## src/adtd_pkg.sv

```systemverilog
`timescale 1ns / 1ps
// ----------------------------------------------------------------------------
// adtd_pkg
// Shared types, constants and calendar functions for the date adder.
// ----------------------------------------------------------------------------
package adtd_pkg;

    localparam int unsigned MonthsPerYear = 12;
    localparam int unsigned YearWidth     = 14;
    localparam int unsigned ModWidth      = 9;   // holds year mod 400
    localparam int unsigned RemWidth      = 16;  // day count during the walk
    localparam int unsigned ModSteps      = 6;
    localparam int unsigned StepWidth     = 3;

    // controller to datapath
    typedef struct packed {
        logic                 load;      // capture the input transfer
        logic                 mod_step;  // one conditional subtract of year mod 400
        logic [StepWidth-1:0] step_idx;
        logic                 prefix;    // form day-of-year plus day count
        logic                 walk_step; // retire one month
        logic                 out_load;  // move result into output register
    } t_cmd;

    // datapath to controller
    typedef struct packed {
        logic fits;                      // remainder fits in the current month
    } t_sts;

    // subtrahends for the year mod 400 reduction, largest first
    function automatic logic [YearWidth-1:0] mod_sub(input logic [StepWidth-1:0] idx);
        logic [YearWidth-1:0] v;
        case (idx)
            3'd0:    v = 14'd12800;
            3'd1:    v = 14'd6400;
            3'd2:    v = 14'd3200;
            3'd3:    v = 14'd1600;
            3'd4:    v = 14'd800;
            3'd5:    v = 14'd400;
            default: v = 14'd0;
        endcase
        return v;
    endfunction

    // days before month m in a common year, m = 0..12
    function automatic logic [8:0] cum_days(input logic [3:0] m);
        logic [8:0] v;
        case (m)
            4'd2:    v = 9'd31;
            4'd3:    v = 9'd59;
            4'd4:    v = 9'd90;
            4'd5:    v = 9'd120;
            4'd6:    v = 9'd151;
            4'd7:    v = 9'd181;
            4'd8:    v = 9'd212;
            4'd9:    v = 9'd243;
            4'd10:   v = 9'd273;
            4'd11:   v = 9'd304;
            4'd12:   v = 9'd334;
            default: v = 9'd0;
        endcase
        return v;
    endfunction

    function automatic logic [4:0] month_len(input logic [3:0] m, input logic leap);
        logic [4:0] v;
        case (m)
            4'd2:                      v = leap ? 5'd29 : 5'd28;
            4'd4, 4'd6, 4'd9, 4'd11:   v = 5'd30;
            default:                   v = 5'd31;
        endcase
        return v;
    endfunction

    // leap test from year mod 400
    function automatic logic is_leap(input logic [ModWidth-1:0] r);
        return (r == 9'd0) ||
               ((r[1:0] == 2'd0) && (r != 9'd100) && (r != 9'd200) && (r != 9'd300));
    endfunction

endpackage

```

## src/adtd_dp.sv

```systemverilog
`timescale 1ns / 1ps
// ----------------------------------------------------------------------------
// adtd_dp
// Datapath: year mod 400 reduction, day-of-year prefix and month walk.
// ----------------------------------------------------------------------------
module adtd_dp
    import adtd_pkg::*;
(
    input  logic                 i_clk,
    input  logic                 i_rst_n,
    input  t_cmd                 i_cmd,
    input  logic [4:0]           i_start_day,
    input  logic [3:0]           i_start_month,
    input  logic [YearWidth-1:0] i_start_year,
    input  logic [14:0]          i_days_to_add,
    output t_sts                 o_sts,
    output logic [4:0]           o_result_day,
    output logic [3:0]           o_result_month,
    output logic [YearWidth-1:0] o_result_year
);

    logic [4:0]           r_day;
    logic [3:0]           r_mon;
    logic [YearWidth-1:0] r_year;
    logic [YearWidth-1:0] r_ymod;
    logic [14:0]          r_add;
    logic [RemWidth-1:0]  r_rem;
    logic [3:0]           r_m;
    logic [4:0]           r_out_day;
    logic [3:0]           r_out_month;
    logic [YearWidth-1:0] r_out_year;

    logic                 leap;
    logic [4:0]           cur_len;
    logic [YearWidth-1:0] sub;
    logic [RemWidth-1:0]  prefix_sum;

    assign leap    = is_leap(r_ymod[ModWidth-1:0]);
    assign cur_len = month_len(r_m, leap);
    assign sub     = mod_sub(i_cmd.step_idx);
    assign prefix_sum = RemWidth'(r_day) + RemWidth'(cum_days(r_mon))
                      + RemWidth'(leap && (r_mon >= 4'd3)) + RemWidth'(r_add);

    assign o_sts.fits = (r_rem <= RemWidth'(cur_len));

    always_ff @(posedge i_clk) begin
        if (i_cmd.load) begin
            r_day  <= i_start_day;
            // months above twelve saturate
            r_mon  <= (i_start_month > 4'(MonthsPerYear)) ? 4'(MonthsPerYear) : i_start_month;
            r_year <= i_start_year;
            r_ymod <= i_start_year;
            r_add  <= i_days_to_add;
        end
        if (i_cmd.mod_step && (r_ymod >= sub)) begin
            r_ymod <= r_ymod - sub;
        end
        if (i_cmd.prefix) begin
            r_rem <= prefix_sum;
            r_m   <= 4'd1;
        end
        if (i_cmd.walk_step) begin
            r_rem <= r_rem - RemWidth'(cur_len);
            if (r_m == 4'(MonthsPerYear)) begin
                r_m    <= 4'd1;
                r_year <= r_year + 1'b1;
                r_ymod <= (r_ymod == 14'd399) ? '0 : r_ymod + 1'b1;
            end else begin
                r_m <= r_m + 1'b1;
            end
        end
        if (!i_rst_n) begin
            r_out_day   <= '0;
            r_out_month <= '0;
            r_out_year  <= '0;
        end else if (i_cmd.out_load) begin
            r_out_day   <= r_rem[4:0];
            r_out_month <= r_m;
            r_out_year  <= r_year;
        end
    end

    assign o_result_day   = r_out_day;
    assign o_result_month = r_out_month;
    assign o_result_year  = r_out_year;

endmodule

```

## src/adtd_ctrl.sv

```systemverilog
`timescale 1ns / 1ps
// ----------------------------------------------------------------------------
// adtd_ctrl
// Controller: sequences reduction, prefix and walk; owns the handshakes.
// ----------------------------------------------------------------------------
module adtd_ctrl
    import adtd_pkg::*;
(
    input  logic i_clk,
    input  logic i_rst_n,
    input  logic i_in_valid,
    output logic o_in_ready,
    output logic o_out_valid,
    input  logic i_out_ready,
    input  t_sts i_sts,
    output t_cmd o_cmd
);

    localparam logic [2:0] ST_IDLE = 3'd0;
    localparam logic [2:0] ST_MOD  = 3'd1;
    localparam logic [2:0] ST_PRE  = 3'd2;
    localparam logic [2:0] ST_WALK = 3'd3;
    localparam logic [2:0] ST_HOLD = 3'd4;

    logic [2:0]           r_state, n_state;
    logic [StepWidth-1:0] r_step, n_step;
    logic                 r_out_valid, n_out_valid;
    logic                 out_free;

    assign out_free = !r_out_valid || i_out_ready;

    always_comb begin
        n_state = r_state;
        n_step  = r_step;
        o_cmd   = '0;
        o_cmd.step_idx = r_step;
        case (r_state)
            ST_IDLE: begin
                if (i_in_valid) begin
                    o_cmd.load = 1'b1;
                    n_step     = '0;
                    n_state    = ST_MOD;
                end
            end
            ST_MOD: begin
                o_cmd.mod_step = 1'b1;
                n_step         = r_step + 1'b1;
                if (r_step == StepWidth'(ModSteps - 1)) begin
                    n_state = ST_PRE;
                end
            end
            ST_PRE: begin
                o_cmd.prefix = 1'b1;
                n_state      = ST_WALK;
            end
            ST_WALK: begin
                if (!i_sts.fits) begin
                    o_cmd.walk_step = 1'b1;
                end else if (out_free) begin
                    o_cmd.out_load = 1'b1;
                    n_state        = ST_IDLE;
                end else begin
                    n_state = ST_HOLD;
                end
            end
            ST_HOLD: begin
                if (out_free) begin
                    o_cmd.out_load = 1'b1;
                    n_state        = ST_IDLE;
                end
            end
            default: begin
                n_state = ST_IDLE;
            end
        endcase
    end

    always_comb begin
        if (o_cmd.out_load) begin
            n_out_valid = 1'b1;
        end else if (i_out_ready) begin
            n_out_valid = 1'b0;
        end else begin
            n_out_valid = r_out_valid;
        end
    end

    always_ff @(posedge i_clk) begin
        if (!i_rst_n) begin
            r_state     <= ST_IDLE;
            r_step      <= '0;
            r_out_valid <= 1'b0;
        end else begin
            r_state     <= n_state;
            r_step      <= n_step;
            r_out_valid <= n_out_valid;
        end
    end

    assign o_in_ready  = (r_state == ST_IDLE);
    assign o_out_valid = r_out_valid;

endmodule

```

## src/add_days_to_date_unit.sv

```systemverilog
`timescale 1ns / 1ps
// ----------------------------------------------------------------------------
// add_days_to_date_unit
// Advances a Gregorian date by a day count, one month per cycle.
// ----------------------------------------------------------------------------
// Usage:
//   s_axis carries one start date and day count per transfer; m_axis returns
//   the resulting date, one transfer per input.
//   Steps: accept the item, reduce the year mod 400 by conditional subtracts,
//   form the day-of-year sum, walk the months, then move the result into the
//   output register. Walk length is the number of whole months between
//   January of the start year and the result, up to about 1090 for the
//   largest day count. The month walk loop, one subtract and compare per
//   cycle, sets the rate.
//   Items are processed one at a time; s_axis_tready is high while the unit
//   is waiting for work, also while a result sits in the output register.
//   If the receiver stalls with a result still held, a finished walk waits
//   until the output register frees up, then the unit takes the next item.
//   Synchronous active-low reset empties the output register and returns the
//   controller to idle.
// ----------------------------------------------------------------------------
module add_days_to_date_unit
    import adtd_pkg::*;
(
    input  logic        i_clk,
    input  logic        i_rst_n,
    input  logic        s_axis_tvalid,
    output logic        s_axis_tready,
    // start_day[4:0], start_month[8:5], start_year[22:9], days_to_add[37:23]
    input  logic [39:0] s_axis_tdata,
    output logic        m_axis_tvalid,
    input  logic        m_axis_tready,
    // result_day[4:0], result_month[8:5], result_year[22:9]
    output logic [23:0] m_axis_tdata
);

    t_cmd                 cmd;
    t_sts                 sts;
    logic [4:0]           result_day;
    logic [3:0]           result_month;
    logic [YearWidth-1:0] result_year;

    adtd_ctrl u_ctrl (
        .i_clk       (i_clk),
        .i_rst_n     (i_rst_n),
        .i_in_valid  (s_axis_tvalid),
        .o_in_ready  (s_axis_tready),
        .o_out_valid (m_axis_tvalid),
        .i_out_ready (m_axis_tready),
        .i_sts       (sts),
        .o_cmd       (cmd)
    );

    adtd_dp u_dp (
        .i_clk          (i_clk),
        .i_rst_n        (i_rst_n),
        .i_cmd          (cmd),
        .i_start_day    (s_axis_tdata[4:0]),
        .i_start_month  (s_axis_tdata[8:5]),
        .i_start_year   (s_axis_tdata[22:9]),
        .i_days_to_add  (s_axis_tdata[37:23]),
        .o_sts          (sts),
        .o_result_day   (result_day),
        .o_result_month (result_month),
        .o_result_year  (result_year)
    );

    assign m_axis_tdata = {1'b0, result_year, result_month, result_day};

endmodule
```

## config.mk

```make
export PLATFORM = sky130hd
export DESIGN_NAME = add_days_to_date_unit
export DESIGN_NICKNAME = d
export VERILOG_FILES = /design/src/adtd_pkg.sv /design/src/adtd_dp.sv /design/src/adtd_ctrl.sv /design/src/add_days_to_date_unit.sv
export SDC_FILE = /design/constraint.sdc
export NUM_CORES = 1
export LEC_CHECK = 0
export ABC_AREA = 1
export BUFFER_PORTS_ARGS = -buffer_cell sky130_fd_sc_hd__buf_2
export CORE_UTILIZATION = 60
export DETAILED_ROUTE_END_ITERATION = 16
export PLACE_DENSITY_LB_ADDON = 0.15
export SETUP_SLACK_MARGIN = 0.02
export SLEW_MARGIN = 20
export SYNTH_ARGS = -nofsm -noshare
export SYNTH_HDL_FRONTEND = slang
export SYNTH_SLANG_ARGS = --single-unit
```

## constraint.sdc

```tcl
create_clock -name i_clk -period 3.7 [get_ports i_clk]
set_clock_uncertainty 0.15 [all_clocks]
set_input_delay 0 -clock i_clk [delete_from_list [all_inputs] [get_ports i_clk]]
set_output_delay 0 -clock i_clk [all_outputs]
set_load 0.005 [all_outputs]
```

### Word-level counts from Yosys, hierarchy flattened

Memories as Yosys holds them, arrays and structs flattened. A register that Yosys moved wholly into a read port is not among the register bits.
Index checks and enable logic that the tools add are counted.

| storage, ports and cells | value |
|---|---|
| output and inout bits | 26 |
| register bits | 102 |
| logic and storage cells | 105 |
| input port bits | 44 |
| memories kept | 1 |
| memory bits (read-only) | 144 |

Memories:

| memory | words | width | rd ports | clocked after memory_dff | write ports | RTL line | source |
|---|---|---|---|---|---|---|---|
| (no name shown) | 16 | 9 | 1 | 1 | 0 | adtd_pkg.sv:48 | `case (m)` |

| cells by class | value |
|---|---|
| multiplexer cells | 37 |
| eq/ne operators | 23 |
| $lt $le $gt $ge | 4 |
| add/subtract/negate cells | 9 |
| reduce and logical (&&, ||, !) cells | 18 |

Operators with widths:

| operator | number |
|---|---|
| 14-bit two-way mux | 8 |
| 14-bit one-hot mux with 6 select lines | 1 |
| 16-bit two-way mux | 2 |
| 14-bit by 1-bit adder with 14-bit output (second input constant) | 2 |
| 4-bit two-way mux | 5 |
| 3-bit two-way mux | 6 |
| 16-bit by 1-bit adder with 16-bit output | 1 |
| 16-bit by 15-bit adder with 16-bit output | 1 |
| 16-bit by 5-bit <= comparator with 1-bit output | 1 |
| 16-bit by 5-bit subtractor with 16-bit output | 1 |
| 3-bit one-hot mux with 5 select lines | 1 |
| 14-bit by 9-bit == test with 1-bit output (second input constant) | 1 |
| 14-bit greater-or-equal comparator | 1 |
| 14-bit subtractor | 1 |
| 3-bit by 2-bit == test with 1-bit output (second input constant) | 4 |
| 4-bit == test (second input constant) | 3 |
| 1-bit two-way mux | 11 |
| 5-bit by 9-bit adder with 10-bit output | 1 |
| 5-bit one-hot mux with 2 select lines | 1 |
| 3-bit == test (second input constant) | 3 |
| 9-bit logical NOT | 1 |
| 9-bit by 7-bit != test with 1-bit output (second input constant) | 1 |
| 9-bit by 8-bit != test with 1-bit output (second input constant) | 1 |
| 9-bit != test (second input constant) | 1 |
| other kinds (20) | 32 |

### Logic depth before layout (Yosys ltp)

| logic depth | value |
|---|---|
| word-level depth | 11 |
| depth in mapped cells | 20 |

### Modules after synthesis

Synthesis repeated with hierarchy kept, for this count alone.

| unflattened totals | value |
|---|---|
| cells, all modules | 971 |
| area total of the unflattened synthesis | 7071.8 um^2 |

By module, submodules not included:

| module | seq. area each (um^2) | area an instance (um^2) | times used | cells each |
|---|---|---|---|---|
| adtd_dp | 2522.4 | 6605.1 | 1 | 897 |
| adtd_ctrl | 140.1 | 455.4 | 1 | 72 |
| add_days_to_date_unit | 0.0 | 11.3 | 1 | 2 |

### Worst setup path before layout

No wires, ideal clock.

| timing path | value |
|---|---|
| kind | register to register |
| from | reg u_dp.r_m[0] |
| to | reg u_dp.r_m[0] (enable) |
| data arrival time | 2.724 ns |
| required time | 3.173 ns |
| setup time | 0.377 ns |
| buffers on the path | 1 |
| cell stages (with the launch flop) | 15 |
| slack | 0.449 ns |
| cell sequence | edfxtp_1 inv_1 ha_1 nor3b_1 a21oi_1 ha_1 inv_1 fa_1 nand2_1 nor2_2 nand3_2 nand3_4 nand2_2 buf_2 nand2_1 |

| on the way | value |
|---|---|
| longest elaborated chain between the ends | 7 |
| elaborated cells on any way between the ends | 11 |
| those cells by class | order compare (1); eq/ne (5); mux (3); reduce/logical (2) |

RTL lines:

| element | RTL line | source |
|---|---|---|
| start: declaration | adtd_dp.sv:28 | `logic [3:0] r_m;` |
| start signal: assignment | adtd_dp.sv:69 | `r_m <= r_m + 1'b1;` |
| 4-bit by 3-bit == test with 1-bit output or 4-bit == test (tied branches) | adtd_pkg.sv:67 | `case (m)` |
| 4-bit OR reduction | adtd_pkg.sv:67 |  |
| 5-bit one-hot mux with 2 select lines (*) | adtd_pkg.sv:67 |  |
| 16-bit by 5-bit <= comparator with 1-bit output (*) | adtd_dp.sv:44 | `assign o_sts.fits = (r_rem <= RemWidth'(cur_len));` |
| 1-bit two-way mux (*) | adtd_ctrl.sv:57 | `if (!i_sts.fits) begin` |
| 1-bit two-way mux (*) | adtd_ctrl.sv:37 | `case (r_state)` |
| 2-bit nonzero test (no source line) (*) | - |  |

Mark *: on every way between the ends. The rest lies on a longest branch, timed or not.
A chain may end at the register's enable or synchronous reset.

### Final worst setup path

| timing path | value |
|---|---|
| from | reg u_dp.r_m[0] |
| to | reg u_ctrl.r_out_valid, in the netlist u_ctrl.o_out_valid |

| on the way | value |
|---|---|
| longest elaborated chain between the ends | 7 |
| elaborated cells on any way between the ends | 12 |
| those cells by class | order compare (1); eq/ne (5); mux (4); reduce/logical (2) |

RTL lines:

| element | RTL line | source |
|---|---|---|
| 4-bit by 3-bit == test with 1-bit output or 4-bit == test (tied branches) | adtd_pkg.sv:67 |  |
| 4-bit OR reduction | adtd_pkg.sv:67 |  |
| 5-bit one-hot mux with 2 select lines (*) | adtd_pkg.sv:67 |  |
| 16-bit by 5-bit <= comparator with 1-bit output (*) | adtd_dp.sv:44 |  |
| 1-bit two-way mux (*) | adtd_ctrl.sv:57 |  |
| 1-bit one-hot mux with 2 select lines (*) | adtd_ctrl.sv:37 |  |
| 1-bit two-way mux or 2-bit nonzero test (tied branches) | - |  |
| end signal: assignment | adtd_ctrl.sv:96 | `r_out_valid <= n_out_valid;` |
| end: declaration | adtd_ctrl.sv:27 | `logic r_out_valid, n_out_valid;` |

Marks and branches as above.

==> impl_results.md <==
* FMAX at approximately 300 MHz
* Most common cell after layout, fill and taps aside: nand2_1
* Depth of the most critical reg-to-reg path at 15
* Final slew viol count at 0
* Reg power frac at 0.360
* Synth Area in Simple Gates at 0.325
* Global-route wire length before repair at between 20 and 30 mm
* H-tree levels at 3
* GRT Util Overall at 0.266
* Post-Syn Area at 7410 um2
* DRC Markers at 0
* DP HPWL at 11.6 mm
* TritonCTS clock tree: yes
* Switching pwr at 2.15 mW
* Clock-pin slew on the worst setup and hold paths at 0.08 ns
* Initial antenna violation count at 0
* Filler cells at 1,018
* Antenna Violating Nets Remaining at 0
* Cells after synthesis at approximately 1,100
* Rel. slew slack at 0.418
* Yosys Warn Count at 0
* Placer congestion estimate at just over 0.9
* Buffers on Ports at 66
* Post-synthesis compound-gate area fraction at 0.0850
* Crit start category: flip-flop
* Grt total ovfl at 0
* Portion of netlist area occupied by mux cells at 0.00135
* CP required at 3.81 ns
* Clk root buf: clkbuf_16
* Setup Buffers After CTS at 0
* Minimum hold slack at 0.203 ns
* Tightest Pin Transition at 0.869 ns
* Synth Flop Type: dfxtp_1
* Slowest CP cell: dlygate4sd3_1
* CP endpoint kind: flip-flop
* Crit Path Max Fanout at 6
* RSZ-0062 raised after global routing: false
* Adder-cell share of the synthesized area at 0.0912
* CTS buffer count at 9
* Die area at between 10,000 and 15,000 um2
* IO Pins at 70
* Fin nets at roughly 1,200
* Flops & latches, synth at ~110
* Mapped Nets at between 1,000 and 1,500
* WP depth at 15
* Overall Power at 5.15 mW
* Largest family of logic cells by synthesized area: simple AND/OR/NAND/NOR gates
* Layout cells sized above 1 at 0.104
* Max cap viols at 0
* DIE WIDTH at 113 um
* Largest net degree at the start of global routing at 47
* Xor and xnor fraction of the mapped netlist area at 0.0414
* Setup violations, final at 0
* Chip Height at 113 um
* Vias in the first global route at 5,898
* Worst Path Buf+Inv at 4
* Clk Latency, worst-skew pair at 0.36 ns
* Longest Clk Path Bufs at 2
* Via count at 6,641
* Final worst path period share at 0.895
* Critical Path Sink: u_ctrl.o_out_valid$_SDFFE_PN0P_
* Worst Setup SP: u_dp.r_m[0]$_SDFFCE_PP1P_
* N_diodes at 0
* Peak supply drop at roughly 0.37 mV
* Final hold violation count at 0
* Worst R2R Start: u_dp.r_m[0]$_SDFFCE_PP1P_
* Commonest cells after routing, fill and taps aside: nand2_1 (312), inv_1 (153), nor2_1 (115)
* Average routed wire per standard cell at 12.3 um
* Crit-path cells: inv_1 > ha_1 > nor3b_1 > a21oi_1 > ha_1 > inv_1 > fa_1 > nand2_1 > nor2_2 > nand3_2 > nand3_4 > o21ai_4 > o21ai_0 > dlygate4sd3_1 > inv_1
* HP Class: input port to flip-flop
* Arrival time worst endpoint at roughly 3.4 ns
* Core area at about 12,000 um2
* Status: finished clean
* Setup CP Type: flip-flop to flip-flop
* Post-synth EDFFs at 44
* Pint at 3.00 mW
* CTS Sinks at around 110
* Switch share at 0.418
* Initial core utilization at 0.617
* Delay-heaviest family, CP: simple AND/OR/NAND/NOR gates
* Vias per std cell at 5.09
* Num rows at 40
* Worst reg2reg path endpoint: u_ctrl.o_out_valid$_SDFFE_PN0P_
* Clock Power Share at 0.191
* Comb pwr share at 0.450
* Crit path time final at 3.31 ns
* Reg2reg setup slack at just under 0.4 ns
* Async SR Flop Fraction at 0
* Pre-Repair DR Iteration Count at 6
* Most frequent cell on the critical path: inv_1
* Setup_tns at 0 ns
* Syn_area_per_cell at 7.04 um2
* Final wirelength at 16.1 mm
* Drt initial violations at 551
* Unique cell type count in the Yosys netlist at 46
* Sequential area share after synthesis at 0.359
* CP max stage delay at around 0.57 ns
* Pwr dens at between 600 and 700 nW/um2
* Leak Pwr at 4.35 nW
* Area Growth Syn to Fin at 15.4%
* Util after Layout at 0.712
registers in the layout, indices dropped and copies added (netlist names), named ones only:
name / cells
u_dp.o_result_year: 14
u_dp.r_rem: 16
u_dp.r_m: 4
u_dp.o_result_day: 5
u_dp.r_year: 14
u_dp.r_ymod: 14
u_dp.o_result_month: 4
u_dp.r_add: 15
u_ctrl.r_step: 3
u_ctrl.o_out_valid: 1
u_ctrl.r_state: 3
u_dp.r_mon: 4
u_dp.r_day: 5
cell families after synthesis:
group | count (synthesis)
AO/OA/AOI/OAI | 112
XOR/XNOR | 35
other | 1
multiplexers | 1
buffers and inverters | 180
flip-flops | 111
adder cells (fa/ha/maj) | 51
AND/OR/NAND/NOR | 561
synthesized netlist by cell type (5+ instances only):
cell type / count / area, um2
nand4_1: 15 / 93.8
xor2_1: 25 / 219
or2_2: 6 / 37.5
clkbuf_1: 9 / 33.8
buf_2: 10 / 50.1
nor3_1: 11 / 55.1
dfxtp_1: 67 / 1340
o21ai_0: 58 / 290
inv_1: 153 / 574
a21oi_1: 26 / 130
edfxtp_1: 44 / 1320
xnor2_1: 10 / 87.6
nor2_1: 115 / 432
a31oi_1: 5 / 31.3
o21a_1: 6 / 45.0
nand2_1: 312 / 1170
fa_1: 5 / 100
nor2_2: 8 / 50.1
nand3_1: 74 / 370
ha_1: 46 / 576
metal layers:
layer  track usage  up-vias  part of all wire
met5             0        -                 0
met1         0.383     2913              0.50
met3        0.0337       12             0.050
met4        0.0754        0             0.010
li1              -     3540                 -
met2         0.421      176              0.44
power groups by stage:
stage	Sequential [mW]	Combinational, mW	Clock (mW)
global placement	1.87	2.21	0
CTS	1.84	2.30	0.990
detailed placement	1.87	2.25	0
floorplan	1.80	1.81	0
global route	1.89	2.70	1.04
finish	1.85	2.31	0.981
worst register-to-register path, cell delays in order, from the launching register on:
cell and delay (ns):
edfxtp_1 0.49, inv_1 0.12, ha_1 0.16, nor3b_1 0.42, a21oi_1 0.13, ha_1 0.19, inv_1 0.08, fa_1 0.18
nand2_1 0.08, nor2_2 0.16, nand3_2 0.11, nand3_4 0.12, o21ai_4 0.08, o21ai_0 0.14, dlygate4sd3_1 0.57, inv_1 0.04
worst min path at each step:
stage	to	start	slack [ns]	depth (start not counted)
2_1_floorplan	u_dp.r_add[0]$_DFFE_PP_	s_axis_tdata[23]	-0.05	0
4_1_cts	u_dp.r_add[13]$_DFFE_PP_	s_axis_tdata[36]	0.19	2
5_1_grt	u_dp.r_add[13]$_DFFE_PP_	s_axis_tdata[36]	0.21	2
3_3_place_gp	u_dp.r_add[13]$_DFFE_PP_	s_axis_tdata[36]	0.03	1
3_5_place_dp	u_dp.r_add[13]$_DFFE_PP_	s_axis_tdata[36]	0.03	1
6_report	u_dp.r_add[14]$_DFFE_PP_	s_axis_tdata[37]	0.20	2
metrics by stage:
step                      worst slack, ns  cell area, um2  std cells
after floorplan                     0.449            7410       1052
after global placement              0.550            7830       1246
after detailed placement            0.482            7830       1246
after CTS                           0.398            8550       1304
after global routing                0.113            8550       1304
final                               0.389            8550       1304
timing repair:
action,4_1_cts,5_1_grt
hold endpoints to repair,81,0
hold buffers,42,0
resized for setup,0,0
cell type report:
| type | instances | area, um2 | share of cell area |
|---|---|---|---|
| inverter | 156 | 586 | 0.0685 |
| tap | 147 | 184 | 0.0215 |
| multi-input combinational | 761 | 4030 | 0.471 |
| clock buffer | 11 | 264 | 0.0309 |
| sequential | 111 | 2660 | 0.311 |
| clock inverter | 5 | 36.3 | 0.00424 |
| timing repair buffer | 113 | 788 | 0.0922 |
Power figures use the tool's default switching activity.
